[src/butterworth_biquad_cascade_top_defines.svh]
// assertion macros for the biquad cascade
`ifndef BUTTERWORTH_BIQUAD_CASCADE_TOP_DEFINES_SVH
`define BUTTERWORTH_BIQUAD_CASCADE_TOP_DEFINES_SVH

// same-cycle implication, sampled on clk, off while arst_n is low
`define BBC_ASSERT_NOW(label, ante, cons, msg) \
	label: assert property (@(posedge clk) disable iff (!arst_n) (ante) |-> (cons)) \
		else $error(msg);

// next-cycle implication, sampled on clk, off while arst_n is low
`define BBC_ASSERT_NEXT(label, ante, cons, msg) \
	label: assert property (@(posedge clk) disable iff (!arst_n) (ante) |=> (cons)) \
		else $error(msg);

`endif

[src/bbc_pkg.sv]
// shared types and constants for the biquad cascade
`default_nettype none

package bbc_pkg;

	localparam int COEF_W  = 16;
	// operand b carries 2*b0 and -a, so two bits over a coefficient
	localparam int OPB_W   = COEF_W + 2;
	localparam int STEP_W  = 3;
	localparam int INDEX_W = 3;

	localparam logic [STEP_W-1:0] LAST_MAC_STEP = 3'd4;
	localparam logic [STEP_W-1:0] WB_STEP       = 3'd6;

	// register indexes
	localparam logic [INDEX_W-1:0] REG_S1_B0 = 3'd0;
	localparam logic [INDEX_W-1:0] REG_S1_A1 = 3'd1;
	localparam logic [INDEX_W-1:0] REG_S1_A2 = 3'd2;
	localparam logic [INDEX_W-1:0] REG_S2_B0 = 3'd3;
	localparam logic [INDEX_W-1:0] REG_S2_A1 = 3'd4;
	localparam logic [INDEX_W-1:0] REG_S2_A2 = 3'd5;

	// quarter-band butterworth defaults
	localparam logic signed [COEF_W-1:0] S1_B0_RST = 16'sd4258;
	localparam logic signed [COEF_W-1:0] S1_A1_RST = 16'sd0;
	localparam logic signed [COEF_W-1:0] S1_A2_RST = 16'sd648;
	localparam logic signed [COEF_W-1:0] S2_B0_RST = 16'sd5925;
	localparam logic signed [COEF_W-1:0] S2_A1_RST = 16'sd0;
	localparam logic signed [COEF_W-1:0] S2_A2_RST = 16'sd7315;

	typedef enum logic [STEP_W-1:0] {
		OP_X  = 3'd0,
		OP_X1 = 3'd1,
		OP_X2 = 3'd2,
		OP_Y1 = 3'd3,
		OP_Y2 = 3'd4
	} op_sel_t;

	typedef enum logic [1:0] {
		ST_IDLE,
		ST_RUN,
		ST_DONE
	} state_t;

	typedef struct packed {
		logic    clr;
		logic    mul_en;
		op_sel_t sel;
		logic    sec;
		logic    wb;
		logic    load_out;
	} ctl_t;

endpackage

`default_nettype wire

[src/bbc_mac.sv]
// shared multiply-accumulate unit with rounding and saturation
`default_nettype none

module bbc_mac #(
	parameter int SAMPLE_BITS    = 24,
	parameter int COEF_FRAC_BITS = 14
) (
	input  wire logic                                 clk,
	input  wire logic                                 arst_n,
	input  wire logic                                 clr,
	input  wire logic                                 mul_en,
	input  wire logic signed [SAMPLE_BITS-1:0]        op_a,
	input  wire logic signed [bbc_pkg::OPB_W-1:0]     op_b,
	output logic signed [SAMPLE_BITS-1:0]             y
);

	localparam int PROD_W = SAMPLE_BITS + bbc_pkg::OPB_W;
	// five products, each no larger than 2^(SAMPLE_BITS+15) in magnitude
	localparam int ACC_W  = PROD_W + 1;

	localparam logic signed [ACC_W-1:0] HALF = ACC_W'(1) << (COEF_FRAC_BITS - 1);
	localparam logic signed [ACC_W-1:0] SMAX = ACC_W'({1'b0, {(SAMPLE_BITS-1){1'b1}}});
	localparam logic signed [ACC_W-1:0] SMIN = ~SMAX;

	logic signed [PROD_W-1:0] prod_s1;
	logic                     valid_s1;
	logic signed [ACC_W-1:0]  acc_q;
	logic signed [ACC_W-1:0]  rnd;
	logic signed [ACC_W-1:0]  shr;

	always_ff @(posedge clk or negedge arst_n) begin
		if (!arst_n) begin
			valid_s1 <= 1'b0;
		end else begin
			valid_s1 <= mul_en;
		end
	end

	always_ff @(posedge clk) begin
		if (mul_en) begin
			prod_s1 <= PROD_W'(op_a) * PROD_W'(op_b);
		end
		if (clr) begin
			acc_q <= '0;
		end else if (valid_s1) begin
			acc_q <= acc_q + ACC_W'(prod_s1);
		end
	end

	// round half up, then clamp to the sample range
	always_comb begin
		rnd = acc_q + HALF;
		shr = rnd >>> COEF_FRAC_BITS;
		if (shr > SMAX) begin
			y = SMAX[SAMPLE_BITS-1:0];
		end else if (shr < SMIN) begin
			y = SMIN[SAMPLE_BITS-1:0];
		end else begin
			y = shr[SAMPLE_BITS-1:0];
		end
	end

endmodule

`default_nettype wire

[src/bbc_ctrl.sv]
// sequencer stepping the shared mac through both sections
`default_nettype none

module bbc_ctrl (
	input  wire logic           clk,
	input  wire logic           arst_n,
	input  wire logic           in_valid,
	input  wire logic           out_free,
	output logic                busy,
	output bbc_pkg::ctl_t       ctl
);

	bbc_pkg::state_t                    state_q, state_d;
	logic [bbc_pkg::STEP_W-1:0]         step_q, step_d;
	logic                               sec_q, sec_d;

	always_ff @(posedge clk or negedge arst_n) begin
		if (!arst_n) begin
			state_q <= bbc_pkg::ST_IDLE;
			step_q  <= '0;
			sec_q   <= 1'b0;
		end else begin
			state_q <= state_d;
			step_q  <= step_d;
			sec_q   <= sec_d;
		end
	end

	always_comb begin
		state_d      = state_q;
		step_d       = step_q;
		sec_d        = sec_q;
		ctl.clr      = 1'b0;
		ctl.mul_en   = 1'b0;
		ctl.sel      = bbc_pkg::OP_X;
		ctl.sec      = sec_q;
		ctl.wb       = 1'b0;
		ctl.load_out = 1'b0;
		busy         = (state_q != bbc_pkg::ST_IDLE);
		case (state_q)
			bbc_pkg::ST_IDLE: begin
				if (in_valid) begin
					state_d = bbc_pkg::ST_RUN;
					step_d  = '0;
					sec_d   = 1'b0;
				end
			end
			bbc_pkg::ST_RUN: begin
				if (step_q == bbc_pkg::WB_STEP) begin
					// section result is final, update its delays
					ctl.wb = 1'b1;
					step_d = '0;
					if (sec_q) begin
						state_d = bbc_pkg::ST_DONE;
					end else begin
						sec_d = 1'b1;
					end
				end else begin
					ctl.clr = (step_q == '0);
					if (step_q <= bbc_pkg::LAST_MAC_STEP) begin
						ctl.mul_en = 1'b1;
						ctl.sel    = bbc_pkg::op_sel_t'(step_q);
					end
					step_d = step_q + bbc_pkg::STEP_W'(1);
				end
			end
			bbc_pkg::ST_DONE: begin
				if (out_free) begin
					ctl.load_out = 1'b1;
					state_d      = bbc_pkg::ST_IDLE;
				end
			end
			default: begin
				state_d = bbc_pkg::ST_IDLE;
			end
		endcase
	end

endmodule

`default_nettype wire

[src/butterworth_biquad_cascade_top.sv]
// fourth-order butterworth low-pass, two direct-form-i biquads on one mac
`default_nettype none

// Fourth-order low-pass filter built as two direct-form-I biquad sections in
// series, y = b0*x + 2*b0*x1 + b0*x2 - a1*y1 - a2*y2, each section rounded
// half up to the sample grid and saturated. One signed multiplier with an
// accumulator does all ten products in turn: per section five products, a
// drain of the product register, then rounding, saturation and a delay
// update; after both sections the word goes to the output register. A new
// word is taken only once the block is idle again, and the output register
// lets it in while a result still waits. Coefficients are signed with
// COEF_FRAC_BITS fraction bits and reset to the quarter-band design. The user
// must write them through cfg_wr/cfg_index/cfg_data only while the block is
// idle; the block does not enforce this. Writes to indexes past 5 are dropped.

module butterworth_biquad_cascade_top #(
	parameter int SAMPLE_BITS    = 24,
	parameter int COEF_FRAC_BITS = 14
) (
	input  wire logic                                clk,
	input  wire logic                                arst_n,
	input  wire logic                                in_valid,
	output logic                                     in_stall,
	input  wire logic signed [SAMPLE_BITS-1:0]       sample_in,
	output logic                                     out_valid,
	input  wire logic                                out_stall,
	output logic signed [SAMPLE_BITS-1:0]            sample_out,
	input  wire logic                                cfg_wr,
	input  wire logic [bbc_pkg::INDEX_W-1:0]         cfg_index,
	input  wire logic [bbc_pkg::COEF_W-1:0]          cfg_data
);

`include "butterworth_biquad_cascade_top_defines.svh"

	localparam int OPB_W = bbc_pkg::OPB_W;

	logic signed [bbc_pkg::COEF_W-1:0] b0_q [2];
	logic signed [bbc_pkg::COEF_W-1:0] a1_q [2];
	logic signed [bbc_pkg::COEF_W-1:0] a2_q [2];

	logic signed [SAMPLE_BITS-1:0] x1_q [2];
	logic signed [SAMPLE_BITS-1:0] x2_q [2];
	logic signed [SAMPLE_BITS-1:0] y1_q [2];
	logic signed [SAMPLE_BITS-1:0] y2_q [2];

	logic signed [SAMPLE_BITS-1:0] x_q;
	logic signed [SAMPLE_BITS-1:0] mid_q;
	logic signed [SAMPLE_BITS-1:0] x_cur;
	logic signed [SAMPLE_BITS-1:0] y_new;
	logic signed [SAMPLE_BITS-1:0] op_a;
	logic signed [OPB_W-1:0]       op_b;
	logic signed [OPB_W-1:0]       b0_ext;

	logic          out_valid_q;
	logic          out_free;
	logic          busy;
	logic          in_accept;
	bbc_pkg::ctl_t ctl;

	assign in_stall  = busy;
	assign in_accept = in_valid && !busy;
	assign out_valid = out_valid_q;
	assign out_free  = !out_valid_q || !out_stall;

	bbc_ctrl u_ctrl (
		.clk      (clk),
		.arst_n   (arst_n),
		.in_valid (in_valid),
		.out_free (out_free),
		.busy     (busy),
		.ctl      (ctl)
	);

	bbc_mac #(
		.SAMPLE_BITS    (SAMPLE_BITS),
		.COEF_FRAC_BITS (COEF_FRAC_BITS)
	) u_mac (
		.clk    (clk),
		.arst_n (arst_n),
		.clr    (ctl.clr),
		.mul_en (ctl.mul_en),
		.op_a   (op_a),
		.op_b   (op_b),
		.y      (y_new)
	);

	// second section runs on the first section's output
	assign x_cur  = ctl.sec ? mid_q : x_q;
	assign b0_ext = OPB_W'(b0_q[ctl.sec]);

	always_comb begin
		case (ctl.sel)
			bbc_pkg::OP_X: begin
				op_a = x_cur;
				op_b = b0_ext;
			end
			bbc_pkg::OP_X1: begin
				op_a = x1_q[ctl.sec];
				op_b = b0_ext <<< 1;
			end
			bbc_pkg::OP_X2: begin
				op_a = x2_q[ctl.sec];
				op_b = b0_ext;
			end
			bbc_pkg::OP_Y1: begin
				op_a = y1_q[ctl.sec];
				op_b = -OPB_W'(a1_q[ctl.sec]);
			end
			bbc_pkg::OP_Y2: begin
				op_a = y2_q[ctl.sec];
				op_b = -OPB_W'(a2_q[ctl.sec]);
			end
			default: begin
				op_a = x_cur;
				op_b = b0_ext;
			end
		endcase
	end

	always_ff @(posedge clk or negedge arst_n) begin
		if (!arst_n) begin
			b0_q[0] <= bbc_pkg::S1_B0_RST;
			a1_q[0] <= bbc_pkg::S1_A1_RST;
			a2_q[0] <= bbc_pkg::S1_A2_RST;
			b0_q[1] <= bbc_pkg::S2_B0_RST;
			a1_q[1] <= bbc_pkg::S2_A1_RST;
			a2_q[1] <= bbc_pkg::S2_A2_RST;
		end else if (cfg_wr) begin
			case (cfg_index)
				bbc_pkg::REG_S1_B0: b0_q[0] <= cfg_data;
				bbc_pkg::REG_S1_A1: a1_q[0] <= cfg_data;
				bbc_pkg::REG_S1_A2: a2_q[0] <= cfg_data;
				bbc_pkg::REG_S2_B0: b0_q[1] <= cfg_data;
				bbc_pkg::REG_S2_A1: a1_q[1] <= cfg_data;
				bbc_pkg::REG_S2_A2: a2_q[1] <= cfg_data;
				default: begin
				end
			endcase
		end
	end

	always_ff @(posedge clk or negedge arst_n) begin
		if (!arst_n) begin
			x1_q[0] <= '0;
			x1_q[1] <= '0;
			x2_q[0] <= '0;
			x2_q[1] <= '0;
			y1_q[0] <= '0;
			y1_q[1] <= '0;
			y2_q[0] <= '0;
			y2_q[1] <= '0;
		end else if (ctl.wb) begin
			x2_q[ctl.sec] <= x1_q[ctl.sec];
			x1_q[ctl.sec] <= x_cur;
			y2_q[ctl.sec] <= y1_q[ctl.sec];
			y1_q[ctl.sec] <= y_new;
		end
	end

	always_ff @(posedge clk) begin
		if (in_accept) begin
			x_q <= sample_in;
		end
		if (ctl.wb && !ctl.sec) begin
			mid_q <= y_new;
		end
		if (ctl.load_out) begin
			sample_out <= y1_q[1];
		end
	end

	always_ff @(posedge clk or negedge arst_n) begin
		if (!arst_n) begin
			out_valid_q <= 1'b0;
		end else if (ctl.load_out) begin
			out_valid_q <= 1'b1;
		end else if (!out_stall) begin
			out_valid_q <= 1'b0;
		end
	end

	`BBC_ASSERT_NEXT(a_accept_busy, in_accept, in_stall, "word accepted but block not busy")
	`BBC_ASSERT_NOW(a_load_free, ctl.load_out, out_free, "result overwrites a waiting word")
	`BBC_ASSERT_NOW(a_mac_busy, ctl.mul_en || ctl.wb, busy, "mac step while idle")

endmodule

`default_nettype wire

[config.mk]
export PLATFORM = sky130hd
export DESIGN_NAME = butterworth_biquad_cascade_top
export DESIGN_NICKNAME = d
export VERILOG_FILES = /design/src/bbc_pkg.sv /design/src/bbc_mac.sv /design/src/bbc_ctrl.sv /design/src/butterworth_biquad_cascade_top.sv
export VERILOG_INCLUDE_DIRS = /design/src /design/src/src
export SDC_FILE = /design/constraint.sdc
export NUM_CORES = 2
export LEC_CHECK = 0
export BUFFER_PORTS_ARGS = -buffer_cell sky130_fd_sc_hd__buf_2
export CORE_MARGIN = 4
export CORE_UTILIZATION = 35
export CTS_CLUSTER_DIAMETER = 80
export DETAILED_ROUTE_END_ITERATION = 10
export PLACE_DENSITY = 0.53
export SLEW_MARGIN = 20
export SYNTH_ARGS = -nofsm -noshare
export SYNTH_HDL_FRONTEND = slang
export SYNTH_SLANG_ARGS = --single-unit
export TNS_END_PERCENT = 20
[constraint.sdc]
create_clock -name clk -period 16.7 [get_ports clk]
set_input_delay 5.01 -clock clk [delete_from_list [all_inputs] [get_ports clk]]
set_output_delay 5.01 -clock clk [all_outputs]
set_load 0.02 [all_outputs]
## Yosys cells after proc, flatten, opt, wreduce, memory -nomap -nowiden

Cells that the tools add are included.

| word-level totals | value |
|---|---|
| memories | 0 |
| bits in registers | 453 |
| output and inout bits | 26 |
| latch bits | 0 |
| bits in writable memories | 0 |
| memory bits (read-only) | 0 |
| input port bits | 48 |
| logic and storage cells | 127 |

| operators by class | value |
|---|---|
| order comparisons | 5 |
| muxes and demuxes | 52 |
| divide/modulo/power cells | 0 |
| bitwise gates (word level) | 1 |
| shifts and indexed selects | 0 |
| multipliers | 1 |
| reduce and logical (&&, ||, !) cells | 22 |
| add/subtract/negate cells | 5 |
| equality and inequality tests | 17 |

Operator list:

| operator | count |
|---|---|
| $mux 24 | 16 |
| $bwmux 48 | 4 |
| $mux 16 | 9 |
| $pmux 24 s4 | 1 |
| $pmux 18 s3 | 1 |
| $add 43x15->43 const B | 1 |
| $add 43x42->43 | 1 |
| $mul 24x18->42 | 1 |
| $neg 16->18 | 2 |
| $gt 29x24->1 const B | 1 |
| $lt 29x24->1 const B | 1 |
| $demux 24 s1 | 1 |
| $reduce_and 2->1 | 7 |
| $eq 3x2->1 const B | 4 |
| $eq 3x3->1 const B | 4 |
| $mux 5 | 2 |
| $mux 1 | 8 |
| $mux 2 | 4 |
| $eq 3x1->1 const B | 2 |
| $logic_not 3->1 | 2 |
| $mux 3 | 2 |
| $ne 2x1->1 const B | 3 |
| $pmux 2 s3 | 1 |
| $pmux 3 s2 | 1 |
| 17 further kinds | 24 |

## Longest topological paths before layout

| depth | value |
|---|---|
| depth after elaboration | 7 |
| gate-level depth with buffers | 35 |
| mapped depth without buffers | 32 |

## Cells and area by module

From an unflattened synthesis, not the netlist that was laid out.

| unflattened totals | value |
|---|---|
| cell total of the unflattened synthesis | 3644 |
| area total of the unflattened synthesis | 38242.9 um^2 |

By module, submodules not included:

| module | times used | cells an instance | area an instance (um^2) | sequential area each (um^2) |
|---|---|---|---|---|
| bbc_mac | 1 | 2371 | 21155.3 | 2147.1 |
| butterworth_biquad_cascade_top | 1 | 1232 | 16709.8 | 9420.3 |
| bbc_ctrl | 1 | 41 | 377.9 | 150.1 |

## Worst setup path after synthesis

No wires, ideal clock.

| timing | value |
|---|---|
| path kind | flip-flop to flip-flop |
| from | register u_ctrl.sec_q |
| to | register u_mac.prod_s1[40], data pin |
| arrival time | 8299 ps |
| period minus slack after synthesis | 8557 ps |
| required time | 16442 ps |
| path slack | 8143 ps |
| buffers on the path | 3 |
| library setup time | 258 ps |
| stages on the path, launching flop included | 32 |
| cells stage by stage | dfrtp_1 -> buf_6 -> or3_1 -> o31ai_2 -> nand3_2 -> or3_4 -> nor3_1 -> xor2_1 -> a221oi_1 -> clkbuf_1 -> inv_1 -> nand2_1 -> fa_1 -> fa_1 -> inv_1 -> fa_1 -> fa_1 -> fa_1 -> inv_1 -> fa_1 -> inv_1 -> ha_1 -> clkbuf_1 -> nand3_1 -> o41ai_1 -> a31o_2 -> a41oi_1 -> a311o_1 -> a211o_1 -> a31oi_1 -> a31oi_1 -> xnor2_1 |

| between the ends | value |
|---|---|
| cells in the longest elaborated chain, start to end | 7 |
| elaborated cells on any way between the ends | 28 |
| those cells by class | add/sub (2); mul (1); mux (24); bitwise (1) |

Ends and longest elaborated chain:

| what | RTL line | RTL |
|---|---|---|
| start: declaration | bbc_ctrl.sv:15 | `logic sec_q, sec_d;` |
| start signal: assignment | bbc_ctrl.sv:21 | `sec_q <= 1'b0;` |
| start signal: assignment | bbc_ctrl.sv:25 | `sec_q <= sec_d;` |
| $not 1->2 (not written as such) | - |  |
| $mux 16 (on tied branches) (3 in series) | butterworth_biquad_cascade_top.sv:111, butterworth_biquad_cascade_top.sv:107 |  |
| $neg 16->18 (on tied branches) | butterworth_biquad_cascade_top.sv:111, butterworth_biquad_cascade_top.sv:107 |  |
| $pmux 18 s3 | butterworth_biquad_cascade_top.sv:92 | `case (ctl.sel)` |
| $mul 24x18->42 * | bbc_mac.sv:41 | `prod_s1 <= PROD_W'(op_a) * PROD_W'(op_b);` |
| end signal: assignment | bbc_mac.sv:41 |  |
| end: declaration | bbc_mac.sv:25 | `logic signed [PROD_W-1:0] prod_s1;` |

Every way passes the cells marked *; elsewhere a longest branch is shown, timed or not. The select of a mux whose other input is x is not followed.
A chain may end at the register's enable or synchronous reset.

## Worst setup path in the final report

Ends and elaborated chain as after synthesis.

==> out/metrics.cfg <==
[run_status]
status=completed

[worst_hold_path]
min_to=x1_q[21]
whs_path_depth=2
hold_path.startpoint=mid_q[21]
worstHoldPathType=flop to flop

[finish]
final_cell_mix=588 x nand2_1, 545 x inv_1, 427 x fa_1, 273 x dfrtp_1, 202 x nor2_1
final_common_cell=nand2_1
finalCoreUtilization_pct=39.1
area_delta_synth_final_pct=10.7
fin_area_sq_mm=0.0418
fillers=10604
fin_nets=4437
final_layout_size_suffix_gt1_share_pct=14.0

[floorplan]
die_h_um=337
rows=120
die_area_sq_mm=0.113
start_util_pct=35.3
fp.dieW_um=337
core_area_sq_mm=0.107
ios=74

[clocking]
h-tree-depth=2
clock_sinks=453
root_buffer=clkbuf_16
cts-hold-fix-buffers=0
cts_resized=0
clock_latency_ps=640
cts_buffers=53
cts_tree=built
clock_path_buffers=3
clk_pin_slew_ps=60
postCtsSetupRepairBufs=0

[critical_path]
crit_path_max_incr_delay_ps=980
critPathLaunchType=flop
slowest_stage=dfrtp_4
crit_top_cell=fa_1
worstPathMaxFanout=51
r2r_slack_ps=6270
critPathKind=flop to flop
endpoint_kind=flop
crit_required_ps=17090
worstReg2RegStart=u_ctrl.sec_q
reg2reg_depth=30
crit_arrival_ps=10810
r2r_end=u_mac.prod_s1[40]

[sta]
fmax_ghz=0.0959
slew_viol_final=0
fin_crit_ps=10430
tns_ps=0
period_share_pct=62.4
rsz0062_at_grt=no
slew_headroom_pct=26.4
hold_viol=0
skew_ps=37.9
setup_viol=0
tightest_slew_ps=1100

[route]
num_vias=27013
dr.pass1.iters=7
wirelength_um=104000
drcViolationCount=0
drt_iter0_drc=1747
wl_per_cell_um=19.7
via_per_inst=5.13
drt.antenna.violating_nets=0

[logic_synthesis]
synth_edf_count=114
netlist_instances=3783
ys_types=88
synth_seq_cells=453
async_flop_share_pct=65.3
syn_avg_cell_area_sq_um=9.99
synth_seq_area_share_pct=31.0
syn-cell-area_sq_mm=0.0378
synth_ff_type=dfrtp_1
synth_nets=4407
synth_warnings=0

[place]
gp_congestion=0.850
place_area_sq_mm=0.0400
port_buffers=73
hpwl_um=75100

[global_route]
grt_pass1_wl_um=166000
grt_use_total_pct=18.7
use_met1_pct=25.8
gr-usage-met2_pct=31.3
antenna_found_initial=3
met3_usage_pct=2.04
overflow=0
grt_max_degree=78
grt_pass1_vias=28303
grt_busiest_layer=met2

[run]
max_cap_viol_count=0

## worst max path at each step
stage / startpoint / end / slack, ps / cells after the start
floorplan: u_ctrl.sec_q / u_mac.prod_s1[40] / 8140 / 31
global placement: u_ctrl.sec_q / u_mac.prod_s1[40] / 6500 / 30
detailed placement: u_ctrl.sec_q / u_mac.prod_s1[40] / 6350 / 30
CTS: u_ctrl.sec_q / u_mac.prod_s1[40] / 6350 / 30
global route: u_ctrl.sec_q / u_mac.prod_s1[40] / 5630 / 30
finish: u_ctrl.sec_q / u_mac.prod_s1[40] / 6270 / 30
## routing by layer
| metal | vias up | part of all wire, % |
|---|---|---|
| met5 | - | 0.013 |
| met4 | 2 | 2.9 |
| met3 | 140 | 4.3 |
| met2 | 565 | 47 |
| met1 | 13889 | 46 |
| li1 | 12417 | - |
## area by class of cell
| type | instances | area (sq um) | area share (%) |
|---|---|---|---|
| repair buffers | 147 | 955 | 2.28 |
| multi-input cells | 2611 | 23500 | 56.2 |
| diodes | 1 | 2.50 | 0.00598 |
| clock buffers | 78 | 1520 | 3.64 |
| flip-flops and latches | 453 | 11700 | 28.0 |
| well taps | 1403 | 1760 | 4.20 |
| inverters | 547 | 2050 | 4.91 |
| clock inverters | 22 | 320 | 0.766 |
## synthesized netlist by cell type, types with 38 or more instances
| cell type | count | area [sq um] |
|---|---|---|
| mux2i_1 | 117 | 1170 |
| nor2_1 | 207 | 777 |
| clkbuf_1 | 114 | 428 |
| nand2_1 | 588 | 2210 |
| xor2_1 | 48 | 420 |
| buf_2 | 40 | 200 |
| xnor2_1 | 74 | 648 |
| inv_1 | 545 | 2050 |
| nor3_1 | 38 | 190 |
| nand3_1 | 47 | 235 |
| a222oi_1 | 38 | 380 |
| fa_1 | 427 | 8550 |
| dfxtp_1 | 43 | 861 |
| ha_1 | 149 | 1860 |
| nor2b_1 | 44 | 275 |
| o21ai_0 | 79 | 395 |
| dfrtp_1 | 275 | 6880 |
| edfxtp_1 | 114 | 3420 |
| a21oi_1 | 108 | 541 |
| and2_1 | 77 | 482 |
| mux2_2 | 191 | 2150 |
## kinds of logic after synthesis
kind of cell / Yosys count / synth area share (%)
muxes: 308 / 8.79
xor gates and xnor gates: 123 / 2.87
buffers and inverters: 719 / 7.47
DFF: 453 / 31.0
and+or+nand+nor: 1140 / 13.8
AOI/OAI and AO/OA: 464 / 8.52
adders and majority gates: 576 / 27.6
## worst max-delay path, delay by kind of cell (launching register included)
kind,cells,cell delay [ps]
fa+ha+maj,7,3480
compound gates,9,2500
xor+xnor,2,310
mux,1,430
buf+inv,6,1290
simple gates,5,1120
flops,1,980
## through the flow
step	setup slack (ps)	hold slack (ps)	cells
after floorplan	8140	440	3783
after global placement	6500	451	5160
after detailed placement	6350	456	5160
after CTS	6350	472	5260
after global routing	5630	482	5261
final	6270	469	5262
## registers in the layout, indices dropped and copies added, names as in the netlist
signal / cells
b0_q: 32
u_ctrl.sec_q: 1
x1_q: 48
x2_q: 48
mid_q: 24
u_ctrl.state_q: 2
y2_q: 48
sample_out: 24
u_mac.prod_s1: 42
u_ctrl.step_q: 3
out_valid: 1
u_mac.acc_q: 43
a2_q: 32
u_mac.valid_s1: 1
y1_q: 48
a1_q: 32
x_q: 24
Power is left out: the tool's default activity adds up to more than one toggle a clock period on the data nets, which glitch-free logic cannot reach.
